[config.mk]
export PLATFORM = sky130hd
export DESIGN_NAME = decimal_number_glyph_rasterizer
export DESIGN_NICKNAME = d
export VERILOG_FILES = /design/src/rtl/dngr_pkg.sv /design/src/rtl/dngr_seq.sv /design/src/rtl/decimal_number_glyph_rasterizer.sv
export SDC_FILE = /design/constraint.sdc
export NUM_CORES = 1
export LEC_CHECK = 0
export ABC_AREA = 1
export BUFFER_PORTS_ARGS = -buffer_cell sky130_fd_sc_hd__buf_2
export CAP_MARGIN = 20
export CORE_ASPECT_RATIO = 0.6
export CORE_MARGIN = 2
export CORE_UTILIZATION = 35
export DETAILED_ROUTE_END_ITERATION = 10
export GPL_ROUTABILITY_DRIVEN = 0
export HOLD_SLACK_MARGIN = 0.12
export PLACE_DENSITY_LB_ADDON = 0.15
export SLEW_MARGIN = 20
export SYNTH_ARGS = -nofsm -noshare
export SYNTH_HDL_FRONTEND = slang
export SYNTH_SLANG_ARGS = --single-unit
[constraint.sdc]
create_clock -name i_clk -period 6.1 [get_ports i_clk]
set_input_delay 0.61 -clock i_clk [delete_from_list [all_inputs] [get_ports i_clk]]
set_output_delay 0.61 -clock i_clk [all_outputs]
set_load 0.05 [all_outputs]
[src/rtl/dngr_pkg.sv]
// Shared types, constants and the glyph font of the decimal number glyph rasterizer.
// Used by the microcode sequencer and by the top level; depends on nothing else.
package dngr_pkg;

    // Default number of decimal digit slots.
    localparam int MaxDigitsDef = 10;
    // Rows of one glyph, pixels per row and horizontal pitch of a digit.
    localparam int GlyphRows = 5;
    localparam int GlyphW = 3;
    localparam int DigitPitch = 4;

    // Field widths.
    localparam int ValueW = 31;
    localparam int CoordW = 13;
    localparam int AnchorW = 12;
    localparam int MinDigW = 4;
    localparam int AlignW = 2;
    localparam int DigitW = 4;
    localparam int RowW = 3;
    localparam int CfgIdxW = 2;
    localparam int CfgDataW = 12;
    localparam int InDataW = 32;
    localparam int OutDataW = 40;

    // Reciprocal of ten for a 32-bit dividend: q = (v * Recip10) >> Recip10Shift.
    localparam logic [31:0] Recip10 = 32'hCCCC_CCCD;
    localparam int Recip10Shift = 35;

    // Register indexes of the configuration port.
    typedef enum logic [CfgIdxW-1:0] {
        REG_MIN_DIGITS = 2'd0,
        REG_ALIGN_MODE = 2'd1,
        REG_ANCHOR_X   = 2'd2,
        REG_ANCHOR_Y   = 2'd3
    } t_reg_idx;

    // Alignment modes; the unused code behaves as left alignment.
    typedef enum logic [AlignW-1:0] {
        ALIGN_LEFT   = 2'd0,
        ALIGN_RIGHT  = 2'd1,
        ALIGN_CENTER = 2'd2
    } t_align;

    // Datapath operation of one microcode step.
    typedef enum logic [2:0] {
        OP_NOP,
        OP_WAIT,
        OP_MUL,
        OP_DIGIT,
        OP_PAD,
        OP_PLACE,
        OP_EMIT
    } t_op;

    // Jump condition of one microcode step.
    typedef enum logic [2:0] {
        COND_NEVER,
        COND_ALWAYS,
        COND_NO_INPUT,
        COND_MORE_DIGITS,
        COND_NEED_PAD,
        COND_EMIT_BUSY
    } t_cond;

    localparam int PcW = 3;

    // One control word.
    typedef struct packed {
        t_op            op;
        t_cond          cond;
        logic [PcW-1:0] target;
    } t_uword;

    // Status from the datapath that the jump conditions test.
    typedef struct packed {
        logic in_accept;
        logic more_digits;
        logic need_pad;
        logic emit_busy;
    } t_flags;

    // Program step addresses.
    localparam logic [PcW-1:0] PcIdle  = 3'd0;
    localparam logic [PcW-1:0] PcMul   = 3'd1;
    localparam logic [PcW-1:0] PcDigit = 3'd2;
    localparam logic [PcW-1:0] PcPad   = 3'd3;
    localparam logic [PcW-1:0] PcPlace = 3'd4;
    localparam logic [PcW-1:0] PcEmit  = 3'd5;

    // One row of the 3x5 font, bit 2 is the leftmost pixel.
    function automatic logic [GlyphW-1:0] glyph_row(input logic [DigitW-1:0] digit,
                                                    input logic [RowW-1:0] row);
        logic [GlyphRows*GlyphW-1:0] g;
        logic [GlyphW-1:0] bits;
        case (digit)
            4'd0: g = 15'b111_101_101_101_111;
            4'd1: g = 15'b010_110_010_010_111;
            4'd2: g = 15'b111_001_111_100_111;
            4'd3: g = 15'b111_001_111_001_111;
            4'd4: g = 15'b101_101_111_001_001;
            4'd5: g = 15'b111_100_111_001_111;
            4'd6: g = 15'b111_100_111_101_111;
            4'd7: g = 15'b111_001_001_001_001;
            4'd8: g = 15'b111_101_111_101_111;
            4'd9: g = 15'b111_101_111_001_111;
            default: g = '0;
        endcase
        case (row)
            3'd0: bits = g[14:12];
            3'd1: bits = g[11:9];
            3'd2: bits = g[8:6];
            3'd3: bits = g[5:3];
            3'd4: bits = g[2:0];
            default: bits = '0;
        endcase
        return bits;
    endfunction

endpackage

[src/rtl/dngr_seq.sv]
// Microcode sequencer of the glyph rasterizer: step counter and control store.
// Depends on dngr_pkg for the control word, condition and flag types.
module dngr_seq (
    input  logic            i_clk,
    input  logic            i_rst_n,
    input  dngr_pkg::t_flags i_flags,
    output dngr_pkg::t_uword o_uword
);
    import dngr_pkg::*;

    logic [PcW-1:0] r_pc;
    logic [PcW-1:0] n_pc;
    logic           jump;

    // Control store: one word per step.
    function automatic t_uword ucode(input logic [PcW-1:0] pc);
        t_uword w;
        case (pc)
            PcIdle:  w = '{op: OP_WAIT,  cond: COND_NO_INPUT,    target: PcIdle};
            PcMul:   w = '{op: OP_MUL,   cond: COND_NEVER,       target: PcIdle};
            PcDigit: w = '{op: OP_DIGIT, cond: COND_MORE_DIGITS, target: PcMul};
            PcPad:   w = '{op: OP_PAD,   cond: COND_NEED_PAD,    target: PcPad};
            PcPlace: w = '{op: OP_PLACE, cond: COND_NEVER,       target: PcIdle};
            PcEmit:  w = '{op: OP_EMIT,  cond: COND_EMIT_BUSY,   target: PcEmit};
            default: w = '{op: OP_NOP,   cond: COND_ALWAYS,      target: PcIdle};
        endcase
        return w;
    endfunction

    assign o_uword = ucode(r_pc);

    // Jump condition select.
    always_comb begin
        case (o_uword.cond)
            COND_NEVER:       jump = 1'b0;
            COND_ALWAYS:      jump = 1'b1;
            COND_NO_INPUT:    jump = !i_flags.in_accept;
            COND_MORE_DIGITS: jump = i_flags.more_digits;
            COND_NEED_PAD:    jump = i_flags.need_pad;
            COND_EMIT_BUSY:   jump = i_flags.emit_busy;
            default:          jump = 1'b0;
        endcase
        n_pc = jump ? o_uword.target : r_pc + 1'b1;
    end

    // Step counter.
    always_ff @(posedge i_clk) begin
        if (!i_rst_n) begin
            r_pc <= PcIdle;
        end else begin
            r_pc <= n_pc;
        end
    end

endmodule

[src/rtl/decimal_number_glyph_rasterizer.sv]
// Top level of the decimal number glyph rasterizer: config registers and datapath.
// Depends on dngr_pkg and on the microcode sequencer dngr_seq.
//
// Usage: each transaction on the input stream carries one non-negative value in
// i_s_axis_tdata[30:0]. The block splits it into decimal digits, pads with leading
// zeros up to min_digits and streams one transaction per glyph row on the output:
// digits most significant first, rows top to bottom, tlast on the bottom row of
// the least significant digit. A value of count digits gives 5*count transactions.
// Sequence: after the input transaction each natural digit takes a multiply step
// (by the reciprocal of ten) and a remainder step, then comes a pad step per pad
// digit and a final pad step that finds no more to pad, a placement step, one row
// per cycle while the receiver does not stall, and a step back to idle. One item
// runs at a time; o_s_axis_tready is high only in the idle step out of reset, which
// may overlap a last row still held on output. Reset restores min_digits 2, right
// alignment and both anchors at zero, and empties the output register. When the
// receiver stalls, the held row stays on the output and the sequencer waits in its
// emit step. Configuration writes take effect at once and must be made while the
// block is idle; the user is bound to this, and the block does not enforce it.
module decimal_number_glyph_rasterizer #(
    parameter int MAX_DIGITS = dngr_pkg::MaxDigitsDef
) (
    input  logic                            i_clk,
    input  logic                            i_rst_n,
    // Configuration write port.
    input  logic                            i_cfg_we,
    input  logic [dngr_pkg::CfgIdxW-1:0]    i_cfg_idx,
    input  logic [dngr_pkg::CfgDataW-1:0]   i_cfg_data,
    // Input stream; tdata: value[30:0], zero bit 31.
    input  logic                            i_s_axis_tvalid,
    output logic                            o_s_axis_tready,
    input  logic [dngr_pkg::InDataW-1:0]    i_s_axis_tdata,
    // Output stream; tdata: digit_x[12:0], row_y[25:13], row_bits[28:26],
    // digit_value[32:29], zeros [39:33]; tlast: last_row.
    output logic                            o_m_axis_tvalid,
    input  logic                            i_m_axis_tready,
    output logic [dngr_pkg::OutDataW-1:0]   o_m_axis_tdata,
    output logic                            o_m_axis_tlast
);
    import dngr_pkg::*;

    localparam int CntW = $clog2(MAX_DIGITS + 1);
    localparam int IdxW = (MAX_DIGITS > 1) ? $clog2(MAX_DIGITS) : 1;

    // Configuration registers.
    logic [MinDigW-1:0] r_min_digits;
    logic [AlignW-1:0]  r_align_mode;
    logic [AnchorW-1:0] r_anchor_x;
    logic [AnchorW-1:0] r_anchor_y;

    always_ff @(posedge i_clk) begin
        if (!i_rst_n) begin
            r_min_digits <= MinDigW'(2);
            r_align_mode <= ALIGN_RIGHT;
            r_anchor_x   <= '0;
            r_anchor_y   <= '0;
        end else if (i_cfg_we) begin
            case (t_reg_idx'(i_cfg_idx))
                REG_MIN_DIGITS: r_min_digits <= i_cfg_data[MinDigW-1:0];
                REG_ALIGN_MODE: r_align_mode <= i_cfg_data[AlignW-1:0];
                REG_ANCHOR_X:   r_anchor_x   <= i_cfg_data[AnchorW-1:0];
                REG_ANCHOR_Y:   r_anchor_y   <= i_cfg_data[AnchorW-1:0];
                default: ;
            endcase
        end
    end

    // Sequencer.
    t_uword uword;
    t_flags flags;

    dngr_seq u_seq (
        .i_clk   (i_clk),
        .i_rst_n (i_rst_n),
        .i_flags (flags),
        .o_uword (uword)
    );

    // Datapath registers.
    logic [ValueW-1:0]        r_val;
    logic [ValueW-1:0]        r_quo;
    logic [CntW-1:0]          r_count;
    logic [DigitW-1:0]        r_digs [MAX_DIGITS];
    logic [IdxW-1:0]          r_dig_idx;
    logic [RowW-1:0]          r_row;
    logic signed [CoordW-1:0] r_x;

    logic                     r_out_valid;
    logic signed [CoordW-1:0] r_out_x;
    logic [CoordW-1:0]        r_out_y;
    logic [GlyphW-1:0]        r_out_bits;
    logic [DigitW-1:0]        r_out_digit;
    logic                     r_out_last;

    // Combinational helpers.
    logic                     in_acc;
    logic [2*ValueW:0]        prod;
    logic [DigitW-1:0]        rem;
    logic [CntW-1:0]          cnt_inc;
    logic [MinDigW-1:0]       want;
    logic signed [CoordW-1:0] text_w;
    logic signed [CoordW-1:0] ax;
    logic signed [CoordW-1:0] diff;
    logic signed [CoordW-1:0] x0;
    logic                     out_load;
    logic                     row_last;
    logic                     item_last;
    logic [DigitW-1:0]        cur_digit;

    // Input is taken only in the idle step and never while reset is held.
    assign o_s_axis_tready = (uword.op == OP_WAIT) && i_rst_n;
    assign in_acc = o_s_axis_tready && i_s_axis_tvalid;

    // Division by ten: quotient registered, remainder from the quotient.
    assign prod    = (2*ValueW+1)'(r_val) * (2*ValueW+1)'(Recip10);
    assign rem     = DigitW'(r_val - (r_quo << 3) - (r_quo << 1));
    assign cnt_inc = r_count + 1'b1;

    // Digit count target, saturated at the number of digit slots.
    assign want = (r_min_digits > MinDigW'(MAX_DIGITS)) ? MinDigW'(MAX_DIGITS)
                                                         : r_min_digits;

    // Start x of the text for the configured alignment.
    always_comb begin
        text_w = CoordW'(r_count) * CoordW'(DigitPitch) - CoordW'(1);
        ax     = CoordW'(r_anchor_x);
        diff   = ax - text_w;
        case (t_align'(r_align_mode))
            ALIGN_RIGHT:  x0 = ax - CoordW'(1) - text_w;
            // Halving that truncates toward zero.
            ALIGN_CENTER: x0 = $signed(diff + CoordW'(diff[CoordW-1])) >>> 1;
            default:      x0 = ax;
        endcase
    end

    // Row emission control.
    assign out_load  = (uword.op == OP_EMIT) && (!r_out_valid || i_m_axis_tready);
    assign row_last  = (r_row == RowW'(GlyphRows - 1));
    assign item_last = row_last && (r_dig_idx == '0);
    assign cur_digit = r_digs[r_dig_idx];

    // Status for the jump conditions.
    always_comb begin
        flags.in_accept   = in_acc;
        flags.more_digits = (r_quo != '0) && (cnt_inc < CntW'(MAX_DIGITS));
        flags.need_pad    = (MinDigW'(r_count) < want);
        flags.emit_busy   = !(out_load && item_last);
    end

    // Datapath steps.
    always_ff @(posedge i_clk) begin
        case (uword.op)
            OP_WAIT: begin
                r_val   <= i_s_axis_tdata[ValueW-1:0];
                r_count <= '0;
            end
            OP_MUL: begin
                r_quo <= ValueW'(prod[2*ValueW:Recip10Shift]);
            end
            OP_DIGIT: begin
                r_digs[r_count[IdxW-1:0]] <= rem;
                r_count                   <= cnt_inc;
                r_val                     <= r_quo;
            end
            OP_PAD: begin
                if (flags.need_pad) begin
                    r_digs[r_count[IdxW-1:0]] <= '0;
                    r_count                   <= cnt_inc;
                end
            end
            OP_PLACE: begin
                r_dig_idx <= IdxW'(r_count - 1'b1);
                r_row     <= '0;
                r_x       <= x0;
            end
            OP_EMIT: begin
                if (out_load) begin
                    if (row_last) begin
                        r_row     <= '0;
                        r_dig_idx <= r_dig_idx - 1'b1;
                        r_x       <= r_x + CoordW'(DigitPitch);
                    end else begin
                        r_row <= r_row + 1'b1;
                    end
                end
            end
            default: ;
        endcase
    end

    // Output register payload.
    always_ff @(posedge i_clk) begin
        if (out_load) begin
            r_out_x     <= r_x;
            r_out_y     <= CoordW'(r_anchor_y) + CoordW'(r_row);
            r_out_bits  <= glyph_row(cur_digit, r_row);
            r_out_digit <= cur_digit;
            r_out_last  <= item_last;
        end
    end

    // Output register valid flag.
    always_ff @(posedge i_clk) begin
        if (!i_rst_n) begin
            r_out_valid <= 1'b0;
        end else if (out_load) begin
            r_out_valid <= 1'b1;
        end else if (i_m_axis_tready) begin
            r_out_valid <= 1'b0;
        end
    end

    assign o_m_axis_tvalid = r_out_valid;
    assign o_m_axis_tdata  = {(OutDataW - 2*CoordW - GlyphW - DigitW)'(0),
                              r_out_digit, r_out_bits, r_out_y, r_out_x};
    assign o_m_axis_tlast  = r_out_last;

endmodule

==> flow_summary.json, run 1 <==
{
  "coreArea_um2": 64900,
  "cp-start-kind": "flip-flop",
  "rrSetupSlack_ns": -0.43,
  "seq_area_frac_synth": 0.237,
  "insertion_delay_ns": 0.49,
  "yosysWarnings": 0,
  "synth_most_common_cell": "inv_1",
  "initial_core_util": 0.356,
  "drive_gt1_frac": 0.297,
  "synth_cells": 2668,
  "status": "finished, violations left",
  "setup_slack_ns": -0.435,
  "post-route-drc-count": 0,
  "dieArea_um2": 68100,
  "routed_wirelength_um": 83600,
  "skew_ns": 0.0169,
  "cts_tree": "done",
  "hold_viol": 0,
  "drt_first_pass_iters": 6,
  "via_per_inst": 5.01,
  "yosysTopAreaCell": "edfxtp_1",
  "max_stage_delay_ns": 0.67,
  "worstPathArrival_ns": 6.78,
  "dp_hpwl_um": 70800,
  "synth_top_cells_by_count": "621 x inv_1, 373 x nand2_1, 349 x ha_1",
  "worstMarginPinSlew_ns": 1.01,
  "hold_path_class": "in -> reg",
  "rsz0062_at_grt": "true",
  "dp_slack_ns": -0.874,
  "grt_pass1_wl_um": 124000,
  "grt_max_degree": 39,
  "syn_area_per_cell_um2": 8.65,
  "gr-total-overflow": 0,
  "cts_made_buffers": 17,
  "fin_nets": 3737,
  "clockBufferDepth": 2,
  "dieHeight_um": 203,
  "cp_data_required_time_ns": 6.35,
  "antenna_found_initial": 1,
  "fin_crit_sh": 1.07,
  "die_w_um": 336,
  "syn_to_final_growth_pct": 30.5,
  "drt_iter0_drc": 1875,
  "drtAntennaViolNets": 0,
  "drv_cap": 0,
  "grt_pass1_vias": 19956,
  "grtUsageTotal": 0.248,
  "diodes": 0,
  "fp-row-count": 72,
  "clk_pin_slew_ns": 0.09,
  "synth-seq-cells": 195,
  "endpoint_kind": "flip-flop",
  "drv_slew": 0,
  "vias": 19899,
  "violations": "setup timing",
  "fmax_mhz": 153,
  "min_period_ns": 6.53,
  "synth_edf_count": 157,
  "io_buffers": 85,
  "synthDistinctLibCells": 51,
  "netlist_top_cells_area": "edfxtp_1 20%, fa_1 20%, ha_1 19%",
  "cp_slowest_cell": "fa_2",
  "syn_area_um2": 23100,
  "worst_slew_margin_rel": 0.317,
  "clock_sinks": 195,
  "pin_count": 94,
  "setup_viol": 28,
  "path_cells": "ha_4 > inv_4 > fa_2 > fa_1 > inv_2 > fa_2 > inv_2 > fa_1 > fa_1 > inv_2 > fa_2 > inv_2 > fa_2 > ha_4 > a21oi_4 > o21ai_4 > nor2_1 > nand2_1 > nand2_1 > nand3_2 > buf_4 > buf_4 > xor2_1",
  "synth.top_cell.area_share": 0.204,
  "cp_max_fo": 4,
  "path_class": "reg -> reg",
  "clockRootBuffer": "clkbuf_16",
  "synthFlopType": "edfxtp_1",
  "h-tree-depth": 4,
  "route.detailed.wl_per_inst_um": 21.1,
  "synth_async_sr_flop_share": 0
}
through the flow:
| step | utilization | setup TNS (ns) | instances | instance area, um^2 | hold slack, ns |
|---|---|---|---|---|---|
| after detailed placement | 0.415 | -19.21 | 3898 | 26900 | 0.406 |
| final | 0.464 | -9.52 | 3971 | 30100 | 0.385 |
| after floorplan | - | 0 | 2674 | 23200 | 0.400 |
| after global routing | 0.464 | -13.30 | 3971 | 30100 | 0.382 |
| after CTS | 0.444 | -8.45 | 3946 | 28800 | 0.364 |
| after global placement | 0.415 | -17.40 | 3898 | 26900 | 0.411 |
cells in the final DEF (no fill, tap or decap), types with 8 or more instances in the layout:
master	n
dfxtp_1	38
xnor2_1	24
o211ai_1	21
buf_4	341
inv_2	68
nand2_2	49
o21ai_1	25
clkbuf_16	20
nor3_1	16
nand4_1	21
o21ai_0	101
nand2_4	18
xor2_1	32
a21oi_1	84
a21o_1	24
a21oi_2	34
fa_2	45
buf_2	85
a21oi_4	14
fa_1	185
inv_1	557
ha_4	43
nor2_4	45
xor2_2	8
nand3_2	15
edfxtp_1	157
nor2_2	28
buf_6	20
nor2_1	159
nand3_1	76
nand2_1	323
ha_1	303
o21ai_4	8
o21ai_2	11
layout make-up:
class,count,area [um^2]
Clock buffer,20,500
Clock inverter,12,154
Fill cell,6199,34700
Inverter,630,2370
Multi-Input combinational cell,1816,17300
Sequential cell,195,5480
Tap cell,851,1060
Timing Repair Buffer,447,3230
what timing repair did:
action	in CTS	in global routing
hold buffers	0	0
pin swaps	118	131
setup buffers	19	25
resized for setup	285	267
endpoints found under the setup margin	28	28
logic make-up after synthesis:
| logic type | after synthesis | share of synthesized area |
|---|---|---|
| compound gates | 370 | 0.0907 |
| xor+xnor | 70 | 0.0266 |
| fa+ha+maj | 579 | 0.389 |
| buf+inv | 663 | 0.110 |
| flops | 195 | 0.237 |
| mux | 3 | 0.00136 |
| other cells | 1 | 0.000162 |
| simple gates | 787 | 0.145 |
worst max-delay path, delay by kind of cell, from the launching register on:
kind,cells,cell delay [ns]
adder cells (fa/ha/maj),9,4.46
buffers and inverters,7,0.53
flip-flops,1,0.45
AND/OR/NAND/NOR,4,0.43
AO/OA/AOI/OAI,2,0.29
XOR/XNOR,1,0.14
worst paths after layout:
check | cells after the start | start | endpoint
max | 23 | r_val[6] | r_quo[4]
min | 3 | i_cfg_data[7] | r_anchor_x[7]
max reg2reg | 23 | r_val[6] | r_quo[4]
min reg2reg | 0 | r_x[1] | r_out_x[1]
per-layer routing:
layer,vias up,wire [um],track usage
met5,-,0,0
met4,0,870,0.0357
met3,55,10000,0.0950
met2,717,29700,0.304
met1,9740,43000,0.401
li1,9387,-,-
flip-flops by register name (all words and copies together) (netlist names), 4 cells and up, named ones only:
| signal | cells |
|---|---|
| r_out_y | 13 |
| r_anchor_y | 12 |
| r_count | 4 |
| r_anchor_x | 12 |
| r_out_digit | 4 |
| r_dig_idx | 4 |
| r_quo | 28 |
| r_min_digits | 4 |
| r_x | 13 |
| r_out_x | 13 |
| r_digs | 40 |
| r_val | 31 |
Power of run 1 is left out: the tool's default activity adds up to more than one toggle a clock period on the data nets, which glitch-free logic cannot reach.
==> run 2: changes to the inputs <==
--- a/config.mk
+++ b/config.mk
@@ -15,6 +15,7 @@
 export GPL_ROUTABILITY_DRIVEN = 0
 export HOLD_SLACK_MARGIN = 0.12
 export PLACE_DENSITY_LB_ADDON = 0.15
+export RECOVER_POWER = 100
 export SLEW_MARGIN = 20
 export SYNTH_ARGS = -nofsm -noshare
 export SYNTH_HDL_FRONTEND = slang
==> flow_summary.json, run 2 (synthesis results as in run 1) <==
{
  "status": "finished, violations left",
  "violations": "capacitance limit, slew limit, setup timing",
  "io_buffers": 85,
  "vias": 19883,
  "drv_cap": 6,
  "dieHeight_um": 203,
  "cp_max_fo": 4,
  "cp_data_required_time_ns": 6.35,
  "postLayoutCoreUtil": 0.463,
  "path_cells": "ha_4 > inv_4 > fa_2 > fa_1 > inv_2 > fa_2 > inv_2 > fa_1 > fa_1 > inv_2 > fa_2 > inv_2 > fa_2 > ha_4 > a21oi_4 > o21ai_4 > nor2_1 > nand2_1 > nand2_1 > nand3_2 > buf_4 > buf_4 > xor2_1",
  "layout_common_cells": "561 x inv_1, 336 x buf_4, 329 x nand2_1",
  "placed_area_um2": 26900,
  "max_stage_delay_ns": 0.67,
  "fin_area_um2": 30000,
  "wl_met1_um": 43400,
  "clockRootBuffer": "clkbuf_16",
  "r2r-end": "r_quo[4]",
  "cp_top_family": "adder cells",
  "dp.cells": 3898,
  "reg2regPathDepth": 23,
  "path_depth": 23,
  "clockBufferDepth": 2,
  "clk_pin_slew_ns": 0.09,
  "grt_pass1_vias": 19956,
  "coreArea_um2": 64900,
  "cp_slowest_cell": "fa_2",
  "grt_max_degree": 39,
  "setup_viol": 28,
  "crit_end": "r_quo[4]",
  "skew_ns": 0.0188,
  "min_period_ns": 6.53,
  "dr.max_layer_used": "met4",
  "rsz0062_at_grt": "true",
  "pin_count": 94,
  "worstPathArrival_ns": 6.78,
  "drv_slew": 193,
  "worstMarginPinSlew_ns": 2.63,
  "drt_iter0_drc": 1822,
  "grtUsageTotal": 0.248,
  "antenna_found_initial": 1,
  "fin_nets": 3737,
  "drive_gt1_frac": 0.277,
  "route.detailed.wl_per_inst_um": 21.0,
  "hold_path_class": "in -> reg",
  "crit_start": "r_val[6]",
  "fmax_mhz": 153,
  "post-route-drc-count": 0,
  "gr-total-overflow": 0,
  "rrSetupSlack_ns": -0.43,
  "fin_crit_sh": 1.07,
  "final-instance-count-excl-fill": 3972,
  "cts_made_buffers": 17,
  "endpoint_kind": "flip-flop",
  "worst_slew_margin_rel": -0.751,
  "final_common_cell": "inv_1",
  "dp_hpwl_um": 70800,
  "hold_viol": 0,
  "path_class": "reg -> reg",
  "multiInputGateArea_um2": 17300,
  "r2r-start": "r_val[6]",
  "routed-wl-met2_um": 29800,
  "cts_tree": "done",
  "dieArea_um2": 68100,
  "register_area_um2": 5480,
  "crit_buf_inv": 7,
  "largest_register_ffs": 40,
  "initial_core_util": 0.356,
  "via_per_inst": 5.01,
  "clock_sinks": 195,
  "h-tree-depth": 4,
  "postCtsHoldBufs": 0,
  "routed_wirelength_um": 83500,
  "wl_met3_um": 9430,
  "drt_first_pass_iters": 6,
  "insertion_delay_ns": 0.49,
  "setup_slack_ns": -0.433,
  "syn_to_final_growth_pct": 30.0,
  "fp-row-count": 72,
  "cp-start-kind": "flip-flop",
  "grt_pass1_wl_um": 124000,
  "dp_slack_ns": -0.874,
  "die_w_um": 336,
  "drtAntennaViolNets": 0,
  "fillers": 6230
}
-- run 2: changes by cell type in the layout (fill, tap and decap cells not counted), sizes merged --
cell    delta
diode      +1
buf       -43
clkinv     +1
clkbuf    +43
inv        -1
-- run 2: area by class of cell --
type	count	share of cell area
Clock inverter	12	0.00513
Timing Repair Buffer	447	0.105
Sequential cell	195	0.183
Antenna cell	1	0.0000834
Clock buffer	20	0.0167
Tap cell	851	0.0355
Multi-Input combinational cell	1816	0.575
Inverter	630	0.0792
-- run 2: repair_timing --
action,CTS,global route
endpoints found under the setup margin,28,28
gates resized for setup,285,267
hold endpoints to repair,0,0
pin swaps,118,131
setup buffers,19,25
-- run 2: worst min path at each step --
stage                     slack (ns)           from       endpoint  depth (start not counted)
final                           0.38  i_cfg_data[7]  r_anchor_x[7]                          3
after global routing            0.38  i_cfg_data[8]  r_anchor_x[8]                          3
after CTS                       0.36  i_cfg_data[7]  r_anchor_x[7]                          3
after detailed placement        0.41         r_x[1]     r_out_x[1]                          0
after global placement          0.41         r_x[0]     r_out_x[0]                          0
after floorplan                 0.40         r_x[0]     r_out_x[0]                          0
-- run 2: worst min-delay path, stage by stage --
cell and delay (ns):
buf_2 0.10, nor2_1 0.04, nor2_1 0.08
-- run 2: per-stage QoR --
step | setup TNS (ns) | hold slack (ns)
global placement | -17.40 | 0.411
finish | -9.52 | 0.382
floorplan | 0 | 0.400
detailed placement | -19.21 | 0.406
global route | -13.30 | 0.382
CTS | -8.45 | 0.364
-- run 2: layer usage --
layer | vias to the layer above | GRT usage
li1 | 9390 | -
met1 | 9739 | 0.401
met2 | 690 | 0.304
met3 | 64 | 0.0950
met4 | 0 | 0.0357
met5 | - | 0
Power of run 2 is left out for the same reason.
